### config.mk
export PLATFORM = sky130hd
export DESIGN_NAME = d2q9c_bound
export DESIGN_NICKNAME = d
export VERILOG_FILES = /design/src/d2q9c_pkg.sv /design/src/d2q9c_bound.sv
export SDC_FILE = /design/constraint.sdc
export NUM_CORES = 2
export LEC_CHECK = 0
export BUFFER_PORTS_ARGS = -buffer_cell sky130_fd_sc_hd__buf_4
export CAP_MARGIN = 40
export CORE_UTILIZATION = 31
export CTS_CLUSTER_DIAMETER = 50
export DETAILED_ROUTE_END_ITERATION = 10
export PLACE_DENSITY = 0.59
export SLEW_MARGIN = 30
export SYNTH_ARGS = -nofsm -noshare
export SYNTH_HDL_FRONTEND = slang
export SYNTH_SLANG_ARGS = --single-unit
### constraint.sdc
create_clock -name clk -period 10.1 [get_ports clk]
set_input_delay 2.02 -clock clk [delete_from_list [all_inputs] [get_ports clk]]
set_output_delay 2.02 -clock clk [all_outputs]
set_load 0.1 [all_outputs]
### src/d2q9c_pkg.sv
// shared types, constants and helpers for the d2q9 bgk node collide unit
// no dependencies; every other file refers to this package by scoped names
package d2q9c_pkg;

  localparam int FRAC_BITS = 28;
  localparam int BND_LAT   = 3;
  localparam int MOM_LAT   = 1;
  localparam int DIV_STEPS = 32;
  localparam int DIV_LAT   = DIV_STEPS + 2;
  localparam int PROD_LAT  = 1;
  localparam int LANE_LAT  = 8;
  localparam int PIPE_LAT  = BND_LAT + MOM_LAT + DIV_LAT + PROD_LAT + LANE_LAT;
  localparam int CFG_IDX_W = 1;

  localparam logic [29:0] RATE_RST = 30'd402653184;
  localparam logic signed [29:0] LID_RST = 30'sd75318694;

  localparam logic signed [63:0] HALF_Q64 = 64'sd134217728;
  localparam logic signed [47:0] ONE_Q48  = 48'sd268435456;
  localparam logic signed [31:0] Q_MAX    = 32'sh7fffffff;
  localparam logic signed [31:0] Q_MIN    = 32'sh80000000;

  // floor(2^35 / 9) and the magnitude clamp 9 * 2^31 for the divide by nine
  localparam logic [31:0] RECIP9     = 32'd3817748707;
  localparam int          RECIP_SH   = 35;
  localparam logic [34:0] FEQ_A_MAX  = 35'd19327352832;

  typedef enum logic [2:0] {
    KIND_INTERIOR = 3'd0,
    KIND_BOTTOM   = 3'd1,
    KIND_LID      = 3'd2,
    KIND_LEFT     = 3'd3,
    KIND_RIGHT    = 3'd4
  } kind_t;

  typedef enum logic [1:0] {
    WT_REST = 2'd0,
    WT_AXIS = 2'd1,
    WT_DIAG = 2'd2
  } wt_t;

  typedef enum logic [CFG_IDX_W-1:0] {
    CFG_RATE = 1'b0,
    CFG_LID  = 1'b1
  } cfg_idx_t;

  typedef logic [8:0][31:0] dvec_t;

  typedef struct packed {
    logic [2:0]         node_kind;
    logic signed [31:0] dist_in_0;
    logic signed [31:0] dist_in_1;
    logic signed [31:0] dist_in_2;
    logic signed [31:0] dist_in_3;
    logic signed [31:0] dist_in_4;
    logic signed [31:0] dist_in_5;
    logic signed [31:0] dist_in_6;
    logic signed [31:0] dist_in_7;
    logic signed [31:0] dist_in_8;
  } in_req_t;

  typedef struct packed {
    logic signed [31:0] dist_out_0;
    logic signed [31:0] dist_out_1;
    logic signed [31:0] dist_out_2;
    logic signed [31:0] dist_out_3;
    logic signed [31:0] dist_out_4;
    logic signed [31:0] dist_out_5;
    logic signed [31:0] dist_out_6;
    logic signed [31:0] dist_out_7;
    logic signed [31:0] dist_out_8;
    logic signed [31:0] density;
    logic signed [31:0] velocity_x;
    logic signed [31:0] velocity_y;
  } out_req_t;

  localparam logic signed [1:0] DIR_X [9] = '{2'sd0, 2'sd1, 2'sd0, -2'sd1, 2'sd0,
                                             2'sd1, -2'sd1, -2'sd1, 2'sd1};
  localparam logic signed [1:0] DIR_Y [9] = '{2'sd0, 2'sd0, 2'sd1, 2'sd0, -2'sd1,
                                             2'sd1, 2'sd1, -2'sd1, -2'sd1};
  localparam wt_t WT_SEL [9] = '{WT_REST, WT_AXIS, WT_AXIS, WT_AXIS, WT_AXIS,
                                 WT_DIAG, WT_DIAG, WT_DIAG, WT_DIAG};

  function automatic logic signed [31:0] sat32(input logic signed [63:0] x);
    logic signed [31:0] r;
    if (x > 64'sd2147483647) begin
      r = Q_MAX;
    end else if (x < -64'sd2147483648) begin
      r = Q_MIN;
    end else begin
      r = x[31:0];
    end
    return r;
  endfunction

endpackage

### src/d2q9c_bound.sv
// boundary rule stages: lid density, lid momentum product, wall and lid copies
// depends on d2q9c_pkg
module d2q9c_bound (
  input  logic                  clk,
  input  logic                  en,
  input  d2q9c_pkg::in_req_t    din,
  input  logic signed [29:0]    lid,
  output d2q9c_pkg::dvec_t      f_o
);

  d2q9c_pkg::dvec_t   f_a_r, f_a_nxt, f_b_r, f_c_r, f_c_nxt;
  logic [2:0]         kind_a_r, kind_b_r;
  logic signed [31:0] rl_a_r, rl_a_nxt;
  logic signed [35:0] m_b_r, m_b_nxt;
  logic signed [63:0] rl_sum, m_prod;
  logic signed [39:0] t7, t8;

  always_comb begin
    f_a_nxt[0] = din.dist_in_0;
    f_a_nxt[1] = din.dist_in_1;
    f_a_nxt[2] = din.dist_in_2;
    f_a_nxt[3] = din.dist_in_3;
    f_a_nxt[4] = din.dist_in_4;
    f_a_nxt[5] = din.dist_in_5;
    f_a_nxt[6] = din.dist_in_6;
    f_a_nxt[7] = din.dist_in_7;
    f_a_nxt[8] = din.dist_in_8;
    rl_sum = 64'(din.dist_in_0) + 64'(din.dist_in_1) + 64'(din.dist_in_3)
           + 64'sd2 * (64'(din.dist_in_2) + 64'(din.dist_in_5) + 64'(din.dist_in_6));
    rl_a_nxt = d2q9c_pkg::sat32(rl_sum);
  end

  always_comb begin
    m_prod  = 64'(rl_a_r) * 64'(lid);
    m_b_nxt = 36'((m_prod + d2q9c_pkg::HALF_Q64) >>> d2q9c_pkg::FRAC_BITS);
  end

  always_comb begin
    t7 = 40'($signed(f_b_r[1])) - 40'($signed(f_b_r[3]))
       + 40'sd2 * 40'($signed(f_b_r[5])) - 40'(m_b_r);
    t8 = 40'($signed(f_b_r[3])) - 40'($signed(f_b_r[1])) + 40'(m_b_r);
    f_c_nxt = f_b_r;
    case (kind_b_r)
      d2q9c_pkg::KIND_BOTTOM: begin
        f_c_nxt[2] = f_b_r[4];
        f_c_nxt[5] = f_b_r[7];
        f_c_nxt[6] = f_b_r[8];
      end
      d2q9c_pkg::KIND_LEFT: begin
        f_c_nxt[1] = f_b_r[3];
        f_c_nxt[5] = f_b_r[7];
        f_c_nxt[8] = f_b_r[6];
      end
      d2q9c_pkg::KIND_RIGHT: begin
        f_c_nxt[3] = f_b_r[1];
        f_c_nxt[6] = f_b_r[8];
        f_c_nxt[7] = f_b_r[5];
      end
      d2q9c_pkg::KIND_LID: begin
        f_c_nxt[4] = f_b_r[2];
        f_c_nxt[7] = d2q9c_pkg::sat32(64'(t7 >>> 1));
        f_c_nxt[8] = d2q9c_pkg::sat32(64'($signed(f_b_r[6])) + 64'(t8 >>> 1));
      end
      default: begin
        f_c_nxt = f_b_r;
      end
    endcase
  end

  always_ff @(posedge clk) begin
    if (en) begin
      f_a_r    <= f_a_nxt;
      kind_a_r <= din.node_kind;
      rl_a_r   <= rl_a_nxt;
      f_b_r    <= f_a_r;
      kind_b_r <= kind_a_r;
      m_b_r    <= m_b_nxt;
      f_c_r    <= f_c_nxt;
    end
  end

  assign f_o = f_c_r;

endmodule

==> flow_metrics.env <==
export IMPL_routed_wl_um=244000
export IMPL_slew_limit_headroom_pct=38.1
export IMPL_multiInputGateArea_sq_mm=0.0430
export IMPL_syn2layout_area_growth_pct=16.7
export IMPL_ys_async_sr_fraction_pct=0
export IMPL_critPathLaunch="lid[3]"
export IMPL_clock_sinks=937
export IMPL_period_share_pct=92.1
export IMPL_hold_violations=0
export IMPL_holdBufCountCts=0
export IMPL_ff2ff_setup_slack_ps=1250
export IMPL_die_h_um=500
export IMPL_ant_nets=0
export IMPL_pin_count=611
export IMPL_port_buffers=610
export IMPL_crit_required_ps=10550
export IMPL_dpl_instance_area_sq_mm=0.0862
export IMPL_rsz0062_at_grt="false"
export IMPL_cts_tree="yes"
export IMPL_min_period_ps=9300
export IMPL_ys_warn_count=0
export IMPL_ys_seq_area_share_pct=36.6
export IMPL_fin_cells=10600
export IMPL_dpl_hpwl_um=199000
export IMPL_viasPerCell=4.84
export IMPL_synth_edff_count=937
export IMPL_rr_worst_depth=25
export IMPL_drc_errors=0
export IMPL_die_x_um=500
export IMPL_setup_worst_path_end_class="register"
export IMPL_grt_start_max_net_pins=182
export IMPL_synth_xor_area_share_pct=2.30
export IMPL_fmax_mhz=107
export IMPL_grt_pass1_wl_um=356000
export IMPL_cts_made_buffers=101
export IMPL_dp_slack_ps=67.9
export IMPL_grt_pass1_vias=53900
export IMPL_cts_max_path_buffers=3
export IMPL_nNetsFinal=9009
export IMPL_cp_max_fo=7
export IMPL_crit_type="input port to register"
export IMPL_placed_cells=10400
export IMPL_synth_top_family_by_area="adder cells"
export IMPL_fin_area_sq_mm=0.0898
export IMPL_synth_cell_types=91
export IMPL_status="finished, final reports clean"
export IMPL_critPathMaxStageDelay_ps=540
export IMPL_finalWeightedCongestion=0.941
export IMPL_syn_nets=8395
export IMPL_via_count=51100
export IMPL_hold_path_class="register to register"
export IMPL_drt_initial_drc_count=4852
export IMPL_cap_violations=0
export IMPL_worstSetupStartpointType="input port"
export IMPL_cts_clk_slew_worst_paths_ps=60
export IMPL_grt_usage_pct=19.3
export IMPL_row_count=182
export IMPL_synth_area_mux_share_pct=2.27
export IMPL_fill_cells=24100
export IMPL_htree_levels=3
export IMPL_slowest_stage="fa_1"
export IMPL_setup_violations_final=0
export IMPL_worst_pin_slew_ps=921
export IMPL_r2r_start="rl_a_r[15]"
export IMPL_grt_remaining_overflow=0
export IMPL_synth_area_leaders="edfxtp_1 (37%), fa_1 (31%), inv_1 (6.3%)"
export IMPL_die_area_sq_mm=0.250
export IMPL_dr_pass1_iters=6
export IMPL_crit_reg2reg_capture="m_b_r[33]"
export IMPL_synth_fa_ha_area_share_pct=36.7
export IMPL_yosys_area_share_simple_pct=8.27
export IMPL_core_area_sq_mm=0.246
export IMPL_slew_violations=0
export IMPL_holdWs_ps=363
export IMPL_ys_seq_elements=937
export IMPL_synthCells=6533
export IMPL_initial_core_util_pct=31.2
export IMPL_cts_resized_gates=0
export IMPL_worst_slack_ps=796
export IMPL_synth_avg_cell_area_sq_um=11.8
export IMPL_crit_top_cell="fa_1"
export IMPL_antenna_found_initial=35
export IMPL_synth_main_ff_cell="edfxtp_1"
export IMPL_synth_top_area_share_pct=36.6
export IMPL_crit_end="m_b_r[20]"
export IMPL_critical_path_arrival_ps=9750
export IMPL_routedWlPerCell_um=23.1
export IMPL_synth_compound_area_share_pct=6.27
export IMPL_seq_area_sq_mm=0.0281
export IMPL_synth_top_area_cell="edfxtp_1"
export IMPL_drive_gt1_share_pct=15.8
export IMPL_skew_ps=91.1
export IMPL_cts_root_buf="clkbuf_16"
export IMPL_clk_latency_ps=750
export IMPL_cts_setup_buffers=0
export IMPL_syn_area_sq_mm=0.0769
==> per-stage QoR <==
stage,setup TNS [ps],util (%)
finish,0,36.4
global route,0,36.4
CTS,0,36.4
detailed placement,0,35.0
global placement,-495,34.9
floorplan,0,-
==> state kept, by name, summed over array words and instances, names as in the netlist <==
signal	flops
rl_a_r	32
f_a_r	288
f_b_r	288
f_o	288
kind_b_r	3
m_b_r	35
kind_a_r	3
==> cells by family after synthesis <==
| kind of cell | after synthesis |
|---|---|
| flip-flops | 937 |
| XOR/XNOR | 200 |
| AND/OR/NAND/NOR | 1442 |
| adder cells (fa/ha/maj) | 1539 |
| AO/OA/AOI/OAI | 710 |
| multiplexers | 155 |
| buffers and inverters | 1550 |
==> synth_stat cells (4+ instances only) <==
cell	count
o21ai_1	15
buf_2	9
xor2_1	72
fa_1	1193
nand3b_1	5
a21oi_1	161
buf_4	5
a22oi_1	60
o21a_1	31
or3_1	11
a21o_1	104
a211oi_1	18
nand2b_1	42
a31oi_1	14
a211o_1	6
nor2b_1	22
mux2_2	155
nand3_1	60
o31ai_1	11
ha_1	346
o31a_1	6
nor2_1	116
buf_6	4
or2_2	5
and2_1	171
nand4_1	24
nand2_1	923
inv_1	1291
edfxtp_1	937
clkbuf_1	239
o21ai_2	15
o21bai_1	30
and3_1	14
nor3_1	29
o21ai_0	135
xnor2_1	127
o211ai_1	38
o2111ai_1	5
==> worst min-delay path by stage <==
stage | start | end | slack [ps] | cells after the start
5_1_grt | f_a_r[252] | f_b_r[252] | 370 | 0
3_5_place_dp | f_a_r[113] | f_b_r[113] | 400 | 0
3_3_place_gp | f_a_r[191] | f_b_r[191] | 400 | 0
2_1_floorplan | f_a_r[0] | f_b_r[0] | 400 | 0
4_1_cts | f_a_r[189] | f_b_r[189] | 370 | 0
6_report | f_a_r[252] | f_b_r[252] | 360 | 0
==> cell type report <==
type / count / share of cell area, %
multi-input cells: 4046 / 47.9
flip-flops and latches: 937 / 31.3
repair buffers: 770 / 6.87
inverters: 1291 / 5.40
well taps: 3312 / 4.61
clock buffers: 119 / 2.89
clock inverters: 68 / 0.981
diodes: 15 / 0.0418
==> per-layer routing <==
layer	vias up	track usage (%)	wire, um
met4	16	6.51	7910
met1	26500	24.9	99500
met3	377	2.90	16800
met2	2074	33.0	119000
met5	-	0	91
li1	22100	-	-
==> placed cells by master, fill, tap and decap left out, types with 16 or more instances in the layout <==
cell type  instances
inv_1           1291
fa_1            1193
edfxtp_1         937
nand2_1          923
buf_4            732
ha_1             346
and2_1           170
a21oi_1          161
mux2_2           155
o21ai_0          135
xnor2_1          127
nor2_1           113
a21o_1           104
clkbuf_16        101
xor2_1            72
nand3_1           60
a22oi_1           60
nand2b_1          41
o211ai_1          38
o21a_1            30
o21bai_1          30
nor3_1            29
nand4_1           24
nor2b_1           20
a211oi_1          18
clkbuf_1          18
clkinv_1          16
==> critical path, delay by kind of cell <==
kind	cells	cell delay, ps
compound gates	8	2030
buf+inv	10	1020
simple gates	2	210
fa+ha+maj	9	4350
xor+xnor	1	130
Power is left out: the tool's default activity adds up to more than one toggle a clock period on the data nets, which glitch-free logic cannot reach.
