==> src/d2q9c_pkg.sv <==
// shared types, constants and helpers for the d2q9 bgk node collide unit
// no dependencies; every other file refers to this package by scoped names
package d2q9c_pkg;

  localparam int FRAC_BITS = 28;
  localparam int BND_LAT   = 3;
  localparam int MOM_LAT   = 1;
  localparam int DIV_STEPS = 32;
  localparam int DIV_LAT   = DIV_STEPS + 2;
  localparam int PROD_LAT  = 1;
  localparam int LANE_LAT  = 8;
  localparam int PIPE_LAT  = BND_LAT + MOM_LAT + DIV_LAT + PROD_LAT + LANE_LAT;
  localparam int CFG_IDX_W = 1;

  localparam logic [29:0] RATE_RST = 30'd402653184;
  localparam logic signed [29:0] LID_RST = 30'sd75318694;

  localparam logic signed [63:0] HALF_Q64 = 64'sd134217728;
  localparam logic signed [47:0] ONE_Q48  = 48'sd268435456;
  localparam logic signed [31:0] Q_MAX    = 32'sh7fffffff;
  localparam logic signed [31:0] Q_MIN    = 32'sh80000000;

  // floor(2^35 / 9) and the magnitude clamp 9 * 2^31 for the divide by nine
  localparam logic [31:0] RECIP9     = 32'd3817748707;
  localparam int          RECIP_SH   = 35;
  localparam logic [34:0] FEQ_A_MAX  = 35'd19327352832;

  typedef enum logic [2:0] {
    KIND_INTERIOR = 3'd0,
    KIND_BOTTOM   = 3'd1,
    KIND_LID      = 3'd2,
    KIND_LEFT     = 3'd3,
    KIND_RIGHT    = 3'd4
  } kind_t;

  typedef enum logic [1:0] {
    WT_REST = 2'd0,
    WT_AXIS = 2'd1,
    WT_DIAG = 2'd2
  } wt_t;

  typedef enum logic [CFG_IDX_W-1:0] {
    CFG_RATE = 1'b0,
    CFG_LID  = 1'b1
  } cfg_idx_t;

  typedef logic [8:0][31:0] dvec_t;

  typedef struct packed {
    logic [2:0]         node_kind;
    logic signed [31:0] dist_in_0;
    logic signed [31:0] dist_in_1;
    logic signed [31:0] dist_in_2;
    logic signed [31:0] dist_in_3;
    logic signed [31:0] dist_in_4;
    logic signed [31:0] dist_in_5;
    logic signed [31:0] dist_in_6;
    logic signed [31:0] dist_in_7;
    logic signed [31:0] dist_in_8;
  } in_req_t;

  typedef struct packed {
    logic signed [31:0] dist_out_0;
    logic signed [31:0] dist_out_1;
    logic signed [31:0] dist_out_2;
    logic signed [31:0] dist_out_3;
    logic signed [31:0] dist_out_4;
    logic signed [31:0] dist_out_5;
    logic signed [31:0] dist_out_6;
    logic signed [31:0] dist_out_7;
    logic signed [31:0] dist_out_8;
    logic signed [31:0] density;
    logic signed [31:0] velocity_x;
    logic signed [31:0] velocity_y;
  } out_req_t;

  localparam logic signed [1:0] DIR_X [9] = '{2'sd0, 2'sd1, 2'sd0, -2'sd1, 2'sd0,
                                             2'sd1, -2'sd1, -2'sd1, 2'sd1};
  localparam logic signed [1:0] DIR_Y [9] = '{2'sd0, 2'sd0, 2'sd1, 2'sd0, -2'sd1,
                                             2'sd1, 2'sd1, -2'sd1, -2'sd1};
  localparam wt_t WT_SEL [9] = '{WT_REST, WT_AXIS, WT_AXIS, WT_AXIS, WT_AXIS,
                                 WT_DIAG, WT_DIAG, WT_DIAG, WT_DIAG};

  function automatic logic signed [31:0] sat32(input logic signed [63:0] x);
    logic signed [31:0] r;
    if (x > 64'sd2147483647) begin
      r = Q_MAX;
    end else if (x < -64'sd2147483648) begin
      r = Q_MIN;
    end else begin
      r = x[31:0];
    end
    return r;
  endfunction

endpackage

==> src/d2q9c_moment.sv <==
// density and momentum sums for one node
// depends on d2q9c_pkg
module d2q9c_moment (
  input  logic                  clk,
  input  logic                  en,
  input  d2q9c_pkg::dvec_t      f_i,
  output d2q9c_pkg::dvec_t      f_o,
  output logic signed [31:0]    rho_o,
  output logic signed [35:0]    mx_o,
  output logic signed [35:0]    my_o
);

  d2q9c_pkg::dvec_t   f_r;
  logic signed [31:0] rho_r;
  logic signed [35:0] mx_r, my_r, sum, mx_nxt, my_nxt;
  logic signed [35:0] g [9];

  always_comb begin
    for (int k = 0; k < 9; k++) begin
      g[k] = 36'($signed(f_i[k]));
    end
    sum = ((g[0] + g[1]) + (g[2] + g[3])) + ((g[4] + g[5]) + (g[6] + g[7])) + g[8];
    mx_nxt = (g[1] - g[3]) + (g[5] - g[6]) + (g[8] - g[7]);
    my_nxt = (g[2] - g[4]) + (g[5] + g[6]) - (g[7] + g[8]);
  end

  always_ff @(posedge clk) begin
    if (en) begin
      f_r   <= f_i;
      rho_r <= d2q9c_pkg::sat32(64'(sum));
      mx_r  <= mx_nxt;
      my_r  <= my_nxt;
    end
  end

  assign f_o   = f_r;
  assign rho_o = rho_r;
  assign mx_o  = mx_r;
  assign my_o  = my_r;

endmodule

==> config.mk <==
export PLATFORM = sky130hd
export DESIGN_NAME = d2q9c_moment
export DESIGN_NICKNAME = d
export VERILOG_FILES = /design/src/d2q9c_pkg.sv /design/src/d2q9c_moment.sv
export SDC_FILE = /design/constraint.sdc
export NUM_CORES = 1
export LEC_CHECK = 0
export ABC_AREA = 1
export BUFFER_PORTS_ARGS = -buffer_cell sky130_fd_sc_hd__buf_4
export CAP_MARGIN = 20
export CORE_MARGIN = 8
export CORE_UTILIZATION = 40
export DETAILED_ROUTE_END_ITERATION = 12
export PLACE_DENSITY_LB_ADDON = 0.2
export SLEW_MARGIN = 20
export SYNTH_ARGS = -nofsm -noshare
export SYNTH_HDL_FRONTEND = slang
export SYNTH_SLANG_ARGS = --single-unit
==> constraint.sdc <==
create_clock -name clk -period 8.7 [get_ports clk]
set_clock_uncertainty 0.15 [all_clocks]
set_input_delay 1.305 -clock clk [delete_from_list [all_inputs] [get_ports clk]]
set_output_delay 1.305 -clock clk [all_outputs]
set_load 0.01 [all_outputs]
==> results of run 1 <==
==> report_power, final <==
group / switching [W] / internal (W)
Sequential: 0.000103 / 0.00295
Combinational: 0.00701 / 0.00388
Clock: 0.000837 / 0.00130
==> final timing paths <==
kind,start,end,slack (ns),cells past startpoint
min,f_i[18],f_o[18],0.74,1
max,f_i[194],rho_o[1],2.81,24
==> metrics by stage <==
stage	utilization, %	setup slack, ns	std cells	total power [W]
floorplan	-	3.153	2608	0.01036
CTS	51.01	2.498	4336	0.01629
finish	51.01	2.813	4336	0.01608
global placement	48.78	1.956	4252	0.01400
detailed placement	48.78	1.853	4252	0.01405
global route	51.01	2.594	4336	0.01767
==> cell families after synthesis <==
family	share of synthesized area, %
compound gates	3.835
flops	39.11
fa+ha+maj	37.07
simple gates	7.892
xor+xnor	2.661
buf+inv	9.438
==> metal layers <==
metal | vias up | track usage, %
met1 | 9933 | 26.42
met2 | 612 | 39.99
met4 | 0 | 5.305
met5 | - | 0
met3 | 88 | 5.839
li1 | 9417 | -
==> cell type report <==
| type | instances | share of cell area, % |
|---|---|---|
| inverter | 733 | 7.258 |
| clock inverter | 27 | 1.053 |
| multi-input combinational | 1476 | 40.65 |
| timing repair buffer | 684 | 13.63 |
| tap | 969 | 3.198 |
| sequential | 390 | 30.89 |
| clock buffer | 57 | 3.314 |
==> flip-flops by register name, summed over array words and instances (netlist names) <==
register and count:
my_o 35, rho_o 32, f_o 288, mx_o 35
==> cell usage in the layout (no fill, tap or decap), types with 4 or more instances in the layout <==
cell | Yosys | layout
buf_4 | 5 | 681
a21oi_1 | 103 | 103
nor2_1 | 111 | 111
xnor2_1 | 31 | 31
nand2_2 | 8 | 9
o21ai_0 | 48 | 48
fa_1 | 487 | 487
o21bai_1 | 14 | 14
nor3_1 | 16 | 16
bufinv_16 | 0 | 9
a21o_1 | 13 | 13
nand3_1 | 37 | 37
edfxtp_1 | 390 | 390
nor4_1 | 4 | 4
a21boi_0 | 5 | 5
xor2_1 | 60 | 60
clkinv_2 | 0 | 4
nand4_1 | 9 | 9
a31oi_1 | 11 | 11
clkbuf_16 | 0 | 49
clkinv_1 | 0 | 8
inv_1 | 731 | 731
nand3b_1 | 4 | 4
ha_1 | 108 | 108
nand2_1 | 389 | 388
clkbuf_1 | 1 | 8
==> flow_metrics.env, run 1 <==
export IMPL_status="complete, no violations"
export IMPL_rsz0062_at_grt="false"
export IMPL_synth_most_common_cell="inv_1"
export IMPL_cts_setup_buffers=0
export IMPL_synth_ff_type="edfxtp_1"
export IMPL_crit_chain="buf_4 > fa_1 > fa_1 > fa_1 > inv_1 > fa_1 > inv_1 > ha_1 > inv_1 > fa_1 > inv_1 > nand2_1 > nand2_1 > nand3_1 > nand2_1 > nand2_1 > nand2_2 > nand2_1 > nand3_1 > nand2_1 > nor2_1 > nand3_1 > nand2_2 > nand2_1"
export IMPL_wire_per_inst_um=21.50
export IMPL_fmax_mhz=169.9
export IMPL_ctsResizeCount=0
export IMPL_yosys_warnings=0
export IMPL_vias=20050
export IMPL_max_vdd_ir_drop_mv=0.4753
export IMPL_timing_setup_tns_ns=0
export IMPL_cap_violations=0
export IMPL_final_seq_area_um2=11710
export IMPL_p_leak_nw=18.14
export IMPL_vias_per_cell=4.624
export IMPL_async_flop_share_pct=0
export IMPL_setup_viol=0
export IMPL_synth_top_area_share_pct=39.11
export IMPL_clkTransAtPathRegs_ns=0.06
export IMPL_core_area_um2=74320
export IMPL_cts_buffers=48
export IMPL_hpwl_um=80670
export IMPL_dr_wl_met2_um=48100
export IMPL_die_area_um2=83880
export IMPL_avgSynthCellArea_um2=11.48
export IMPL_crit_arrival_ns=6.06
export IMPL_wl_met3_um=7290
export IMPL_ys_seq_area_share_pct=39.11
export IMPL_multiInputGateArea_um2=15410
export IMPL_worst_pin_slew_ns=1.075
export IMPL_wl_met1_um=35630
export IMPL_gp_congestion=0.8899
export IMPL_drive_gt1_share_pct=22.81
export IMPL_h_tree_depth=2
export IMPL_drtPass1Iterations=8
export IMPL_crit_buf_inv=5
export IMPL_nets=4218
export IMPL_antenna_left=0
export IMPL_hold_class="input pin to register"
export IMPL_grt_pass1_wl_um=137900
export IMPL_cts_sinks=390
export IMPL_syn_inst=2608
export IMPL_synth_area_leaders="edfxtp_1, fa_1, inv_1"
export IMPL_grt_pass1_vias=22350
export IMPL_cts_root_buffer_cell="clkbuf_16"
export IMPL_drc=0
export IMPL_critPathKind="input pin to register"
export IMPL_postCtsHoldBufs=0
export IMPL_pwr_density_cell_nw_per_um2=424.1
export IMPL_yosysUniqueCellTypes=35
export IMPL_crit_path_start_kind="input pin"
export IMPL_cts_tree="done"
export IMPL_final_cell_area_um2=37910
export IMPL_drt_wl_total_um=93230
export IMPL_timing_slew_headroom_pct=28.34
export IMPL_drv_slew=0
export IMPL_port_buffers=681
export IMPL_crit_fanout=31
export IMPL_grt_ovfl_total=0
export IMPL_yosys_area_top_type="edfxtp_1"
export IMPL_die_width_um=289.6
export IMPL_yosys_top_cells_count="inv_1, fa_1, edfxtp_1"
export IMPL_ys_ff_latch=390
export IMPL_dr_max_layer_used="met4"
export IMPL_first_iter_violations=996
export IMPL_rows=100
export IMPL_fin_crit_sh_pct=67.67
export IMPL_synth_nets=3493
export IMPL_slowest_delay_ns=0.60
export IMPL_holdWs_ns=0.7417
export IMPL_placed_area_um2=36250
export IMPL_crit_required_ns=8.87
export IMPL_critPathMostFrequentCell="nand2_1"
export IMPL_grt_usage_pct=22.21
export IMPL_grt_antenna_before_repair=1
export IMPL_critPathCaptureType="register"
export IMPL_initial_core_util_pct=40.29
export IMPL_area_growth_pct=26.59
export IMPL_diodes=0
export IMPL_cts_buffer_depth=3
export IMPL_fillers=6853
export IMPL_final_min_clock_period_ns=5.887
export IMPL_critPathTopFamily="adder cells"
export IMPL_grt_start_max_net_pins=166
export IMPL_ios=682
export IMPL_hold_viol=0
export IMPL_synth_area_um2=29950
export IMPL_cp_slowest_cell="fa_1"
export IMPL_die_height_um=289.6
export IMPL_synth_edf_count=390
No activity file was read; power rests on OpenSTA's default activity.
==> inputs of run 2 (changes only) <==
- ABC_AREA: 1 -> 0
- clock period: 8.7 -> 4.9 ns (I/O delays scaled with it)
==> flow_metrics.env, run 2 <==
export IMPL_cts_tree="done"
export IMPL_nets=4347
export IMPL_postCtsHoldBufs=0
export IMPL_critPathKind="input pin to register"
export IMPL_hpwl_um=83540
export IMPL_final_cell_mix="buf_4, inv_1, fa_1"
export IMPL_critPathMostFrequentCell="fa_1"
export IMPL_p_int_w=0.01996
export IMPL_sw_frac_of_total_pct=42.93
export IMPL_slowest_delay_ns=0.59
export IMPL_setup_viol=31
export IMPL_cts_sinks=390
export IMPL_placed_area_um2=39520
export IMPL_grt_pass1_wl_um=146500
export IMPL_yosys_warnings=0
export IMPL_die_width_um=286.8
export IMPL_synth_nets=3099
export IMPL_drc=0
export IMPL_hold_viol=0
export IMPL_largest_register_ffs=288
export IMPL_drv_slew=0
export IMPL_p_leak_nw=19.67
export IMPL_pwr_density_cell_nw_per_um2=840.6
export IMPL_crit_path_start_kind="input pin"
export IMPL_fin_crit_sh_pct=107.5
export IMPL_core_area_um2=72830
export IMPL_ys_seq_area_share_pct=39.93
export IMPL_p_sw_w=0.01502
export IMPL_yosysUniqueCellTypes=79
export IMPL_area_growth_pct=41.89
export IMPL_synth_area_leaders="edfxtp_1, fa_1, inv_1"
export IMPL_final_min_clock_period_ns=5.267
export IMPL_grt_ovfl_total=0
export IMPL_h_tree_depth=2
export IMPL_drtPass1Iterations=5
export IMPL_synth_area_um2=29330
export IMPL_cts_buffers=49
export IMPL_grt_usage_pct=23.42
export IMPL_drt_wl_total_um=96830
export IMPL_timing_setup_tns_ns=-10.66
export IMPL_async_flop_share_pct=0
export IMPL_crit_fanout=8
export IMPL_initial_core_util_pct=40.27
export IMPL_crit_chain="buf_4 > fa_1 > fa_1 > fa_1 > inv_1 > fa_1 > inv_1 > ha_4 > buf_4 > nor2b_4 > o31a_4 > o211ai_1 > and3_4 > nor2_4 > a41oi_2 > xor2_2 > o41a_4 > buf_12 > o21ai_2"
export IMPL_violations="negative setup slack"
export IMPL_max_vdd_ir_drop_mv=1.203
export IMPL_fillers=6194
export IMPL_holdWs_ns=0.1665
export IMPL_yosys_top_cells_count="inv_1, fa_1, edfxtp_1"
export IMPL_port_buffers=681
export IMPL_whs_path_depth=1
export IMPL_rsz0062_at_grt="true"
export IMPL_avgSynthCellArea_um2=13.25
export IMPL_pwr_share_comb_pct=73.8
export IMPL_wire_per_inst_um=21.71
export IMPL_yosys_area_top_type="edfxtp_1"
export IMPL_antenna_left=0
export IMPL_cts_buffer_depth=3
export IMPL_die_area_um2=82250
export IMPL_fmax_mhz=189.9
export IMPL_synth_edf_count=390
export IMPL_power_w=0.03498
export IMPL_syn_inst=2214
export IMPL_drive_gt1_share_pct=41.03
export IMPL_cts_root_buffer_cell="clkbuf_16"
export IMPL_first_iter_violations=889
export IMPL_sequentialPowerShare_pct=16.0
export IMPL_timing_slew_headroom_pct=43.91
export IMPL_critPathCaptureType="register"
export IMPL_worst_pin_slew_ns=0.8413
export IMPL_clkTransAtPathRegs_ns=0.06
export IMPL_fin_util_pct=57.14
export IMPL_gp_congestion=0.9048
export IMPL_synth_ff_type="edfxtp_1"
export IMPL_rows=99
export IMPL_final_common_cell="buf_4"
export IMPL_cap_violations=0
export IMPL_final_cell_area_um2=41620
export IMPL_grt_pass1_vias=24220
export IMPL_vias_per_cell=4.719
export IMPL_die_height_um=286.8
export IMPL_crit_arrival_ns=5.57
export IMPL_ys_ff_latch=390
export IMPL_hold_class="input pin to register"
export IMPL_crit_required_ns=5.20
export IMPL_grt_start_max_net_pins=87
export IMPL_grt_antenna_before_repair=2
export IMPL_ios=682
export IMPL_synth_most_common_cell="inv_1"
export IMPL_cp_slowest_cell="fa_1"
export IMPL_vias=21050
export IMPL_synth_top_area_share_pct=39.93
export IMPL_status="complete, but fails checks"
export IMPL_worst_slack_ns=-0.3671
export IMPL_p_clk_share_pct=10.2
==> run 2: kinds of logic after synthesis <==
| logic type | share of synthesized area [%] |
|---|---|
| xor+xnor | 2.568 |
| mux | 0.06826 |
| flops | 39.93 |
| compound gates | 7.704 |
| simple gates | 3.558 |
| buf+inv | 8.323 |
| fa+ha+maj | 37.85 |
==> run 2: worst max-delay path: cells and delay by family <==
| family | cells | cell delay, ns |
|---|---|---|
| compound gates | 5 | 1.45 |
| xor+xnor | 1 | 0.12 |
| fa+ha+maj | 5 | 2.23 |
| buf+inv | 5 | 0.62 |
| simple gates | 3 | 0.41 |
==> run 2: power by group through the flow <==
stage          clock network (W)  registers [W]  logic [W]
2_1_floorplan                  0        0.00585     0.0141
3_3_place_gp                   0        0.00567     0.0238
3_5_place_dp                   0        0.00566     0.0243
4_1_cts                  0.00364        0.00561     0.0256
5_1_grt                  0.00375        0.00565     0.0284
6_report                 0.00356        0.00560     0.0258
==> run 2: repair_timing <==
item                                    CTS  global route
resized for setup                        51            48
setup buffers                             4             6
endpoints found under the setup margin   44            51
cloned                                    1             0
pin swaps                                31            53
==> run 2: final timing paths <==
kind	startpoint	slack (ns)	to
setup / recovery	f_i[195]	-0.37	rho_o[22]
hold / removal	f_i[2]	0.17	f_o[2]
==> run 2: metrics by stage <==
stage / setup slack, ns / std cells
2_1_floorplan: -0.4727 / 2214
3_3_place_gp: -1.046 / 4359
3_5_place_dp: -1.134 / 4359
4_1_cts: -0.3667 / 4453
5_1_grt: -0.5284 / 4460
6_report: -0.3671 / 4461
==> run 2: final cells by class <==
class                   instances  area (µm²)  area share [%]
clock buffers                  61        1314           3.157
repair buffers               1218        9285           22.31
well taps                     959        1200           2.883
multi-input cells            1204       15630           37.56
diodes                          2       5.005         0.01203
clock inverters                28       217.7          0.5231
flip-flops and latches        390       11710           28.14
inverters                     599        2251           5.409
==> run 2: metal layers <==
layer | track usage (%) | vias to the layer above | part of all wire (%)
met5 | 0 | - | 0
met4 | 5.282 | 0 | 2.3
met3 | 5.374 | 111 | 6.4
met2 | 41.91 | 595 | 52
met1 | 28.66 | 10690 | 39
li1 | - | 9654 | -
==> inputs of run 3 (changes only) <==
- clock period: 4.9 -> 4.3 ns (I/O delays scaled with it)
==> flow_metrics.env, run 3 (synthesis results as in run 2) <==
export IMPL_status="complete, but fails checks"
export IMPL_violations="negative setup slack"
export IMPL_rsz0062_at_grt="true"
export IMPL_vias_per_cell=4.739
export IMPL_crit_path_start="f_i[197]"
export IMPL_cap_violations=0
export IMPL_drc=0
export IMPL_largest_register_ffs=288
export IMPL_p_leak_nw=20.24
export IMPL_grt_start_max_net_pins=101
export IMPL_gp_congestion=0.9282
export IMPL_path_depth=19
export IMPL_initial_core_util_pct=40.27
export IMPL_clkTransAtPathRegs_ns=0.06
export IMPL_fillers=5913
export IMPL_ios=682
export IMPL_holdWs_ns=0.07271
export IMPL_critPathMostFrequentCell="fa_1"
export IMPL_crit_path_start_kind="input pin"
export IMPL_crit_chain="buf_6 > fa_1 > fa_1 > fa_1 > inv_2 > fa_1 > inv_2 > ha_4 > buf_6 > o21a_4 > o31a_4 > o2111ai_4 > a21oi_4 > o21ai_4 > a31oi_4 > xnor2_2 > o41a_4 > buf_6 > o31ai_2"
export IMPL_cts_buffer_depth=3
export IMPL_grt_pass1_vias=24720
export IMPL_critPathCaptureType="register"
export IMPL_drive_gt1_share_pct=46.53
export IMPL_vias=21400
export IMPL_slowest_delay_ns=0.60
export IMPL_postCtsHoldBufs=0
export IMPL_fmax_mhz=195.1
export IMPL_grt_ovfl_total=0
export IMPL_core_area_um2=72830
export IMPL_crit_arrival_ns=5.39
export IMPL_grt_antenna_before_repair=1
export IMPL_setup_viol=52
export IMPL_rows=99
export IMPL_cts_root_buffer_cell="clkbuf_16"
export IMPL_first_iter_violations=890
export IMPL_hpwl_um=82620
export IMPL_area_growth_pct=48.53
export IMPL_timing_slew_headroom_pct=55.28
export IMPL_power_w=0.04351
export IMPL_nets=4405
export IMPL_hold_class="input pin to register"
export IMPL_hold_viol=0
export IMPL_cts_tree="done"
export IMPL_drv_slew=0
export IMPL_critPathCapture="rho_o[6]"
export IMPL_critPathTopFamily="adder cells"
export IMPL_final_cell_mix="buf_4, inv_1, fa_1"
export IMPL_cp_slowest_cell="fa_1"
export IMPL_diodes=0
export IMPL_drtPass1Iterations=6
export IMPL_crit_buf_inv=5
export IMPL_grt_pass1_wl_um=148300
export IMPL_drt_wl_total_um=98090
export IMPL_critPathKind="input pin to register"
export IMPL_port_buffers=681
export IMPL_die_area_um2=82250
export IMPL_worst_slack_ns=-0.8249
export IMPL_die_width_um=286.8
export IMPL_crit_fanout=6
export IMPL_crit_required_ns=4.57
export IMPL_grt_usage_pct=23.57
export IMPL_die_height_um=286.8
export IMPL_pwr_density_cell_nw_per_um2=998.9
export IMPL_max_vdd_ir_drop_mv=1.587
export IMPL_final_min_clock_period_ns=5.125
export IMPL_h_tree_depth=2
export IMPL_wire_per_inst_um=21.72
export IMPL_cts_buffers=49
export IMPL_final_common_cell="buf_4"
export IMPL_cts_sinks=390
export IMPL_worst_pin_slew_ns=0.6707
export IMPL_antenna_left=0
export IMPL_fin_crit_sh_pct=119.2
==> run 3: final cells by class <==
cell class,count,area [µm²],share of cell area [%]
Multi-Input combinational cell,1204,16650,38.23
Timing Repair Buffer,1276,10070,23.11
Clock buffer,58,1303,2.990
Sequential cell,390,11710,26.88
Tap cell,959,1200,2.754
Inverter,599,2258,5.184
Clock inverter,30,369.1,0.8473
==> run 3: power by group <==
part	switching [W]	internal (W)
Combinational	0.0164	0.0164
Clock	0.00177	0.00264
Sequential	0.000349	0.00600
==> run 3: through the flow <==
stage,TNS (ns),util [%],area [µm²],cells,worst slack (ns)
5_1_grt,-33.59,59.81,43560,4516,-0.9492
3_5_place_dp,-88.08,54.70,39840,4376,-1.557
3_3_place_gp,-84.99,54.70,39840,4376,-1.490
4_1_cts,-27.11,58.70,42750,4491,-0.8389
6_report,-26.32,59.81,43560,4516,-0.8249
2_1_floorplan,-31.87,-,29580,2214,-0.9827
==> run 3: worst min path at each step <==
| stage | start | endpoint | slack, ns | depth (start not counted) |
|---|---|---|---|---|
| global route | f_i[10] | f_o[10] | 0.05 | 1 |
| global placement | f_i[11] | f_o[11] | 0.68 | 1 |
| finish | f_i[11] | f_o[11] | 0.07 | 1 |
| CTS | f_i[11] | f_o[11] | 0.04 | 1 |
| floorplan | f_i[0] | f_o[0] | 0.59 | 0 |
| detailed placement | f_i[11] | f_o[11] | 0.68 | 1 |
==> run 3: per-layer routing <==
metal  vias up  global-route usage (%)  part of all wire, %
met1     10980                   28.33                   39
met2       559                   42.49                   52
met3       111                   6.165                  6.8
li1       9755                       -                    -
met5         -                       0                    0
met4         0                   4.754                  2.1
==> run 3: timing repair <==
item	in CTS	in global routing
resized for setup	206	150
buffers inserted	33	30
endpoints found under the setup margin	67	70
cloned	1	0
pin swaps	138	143
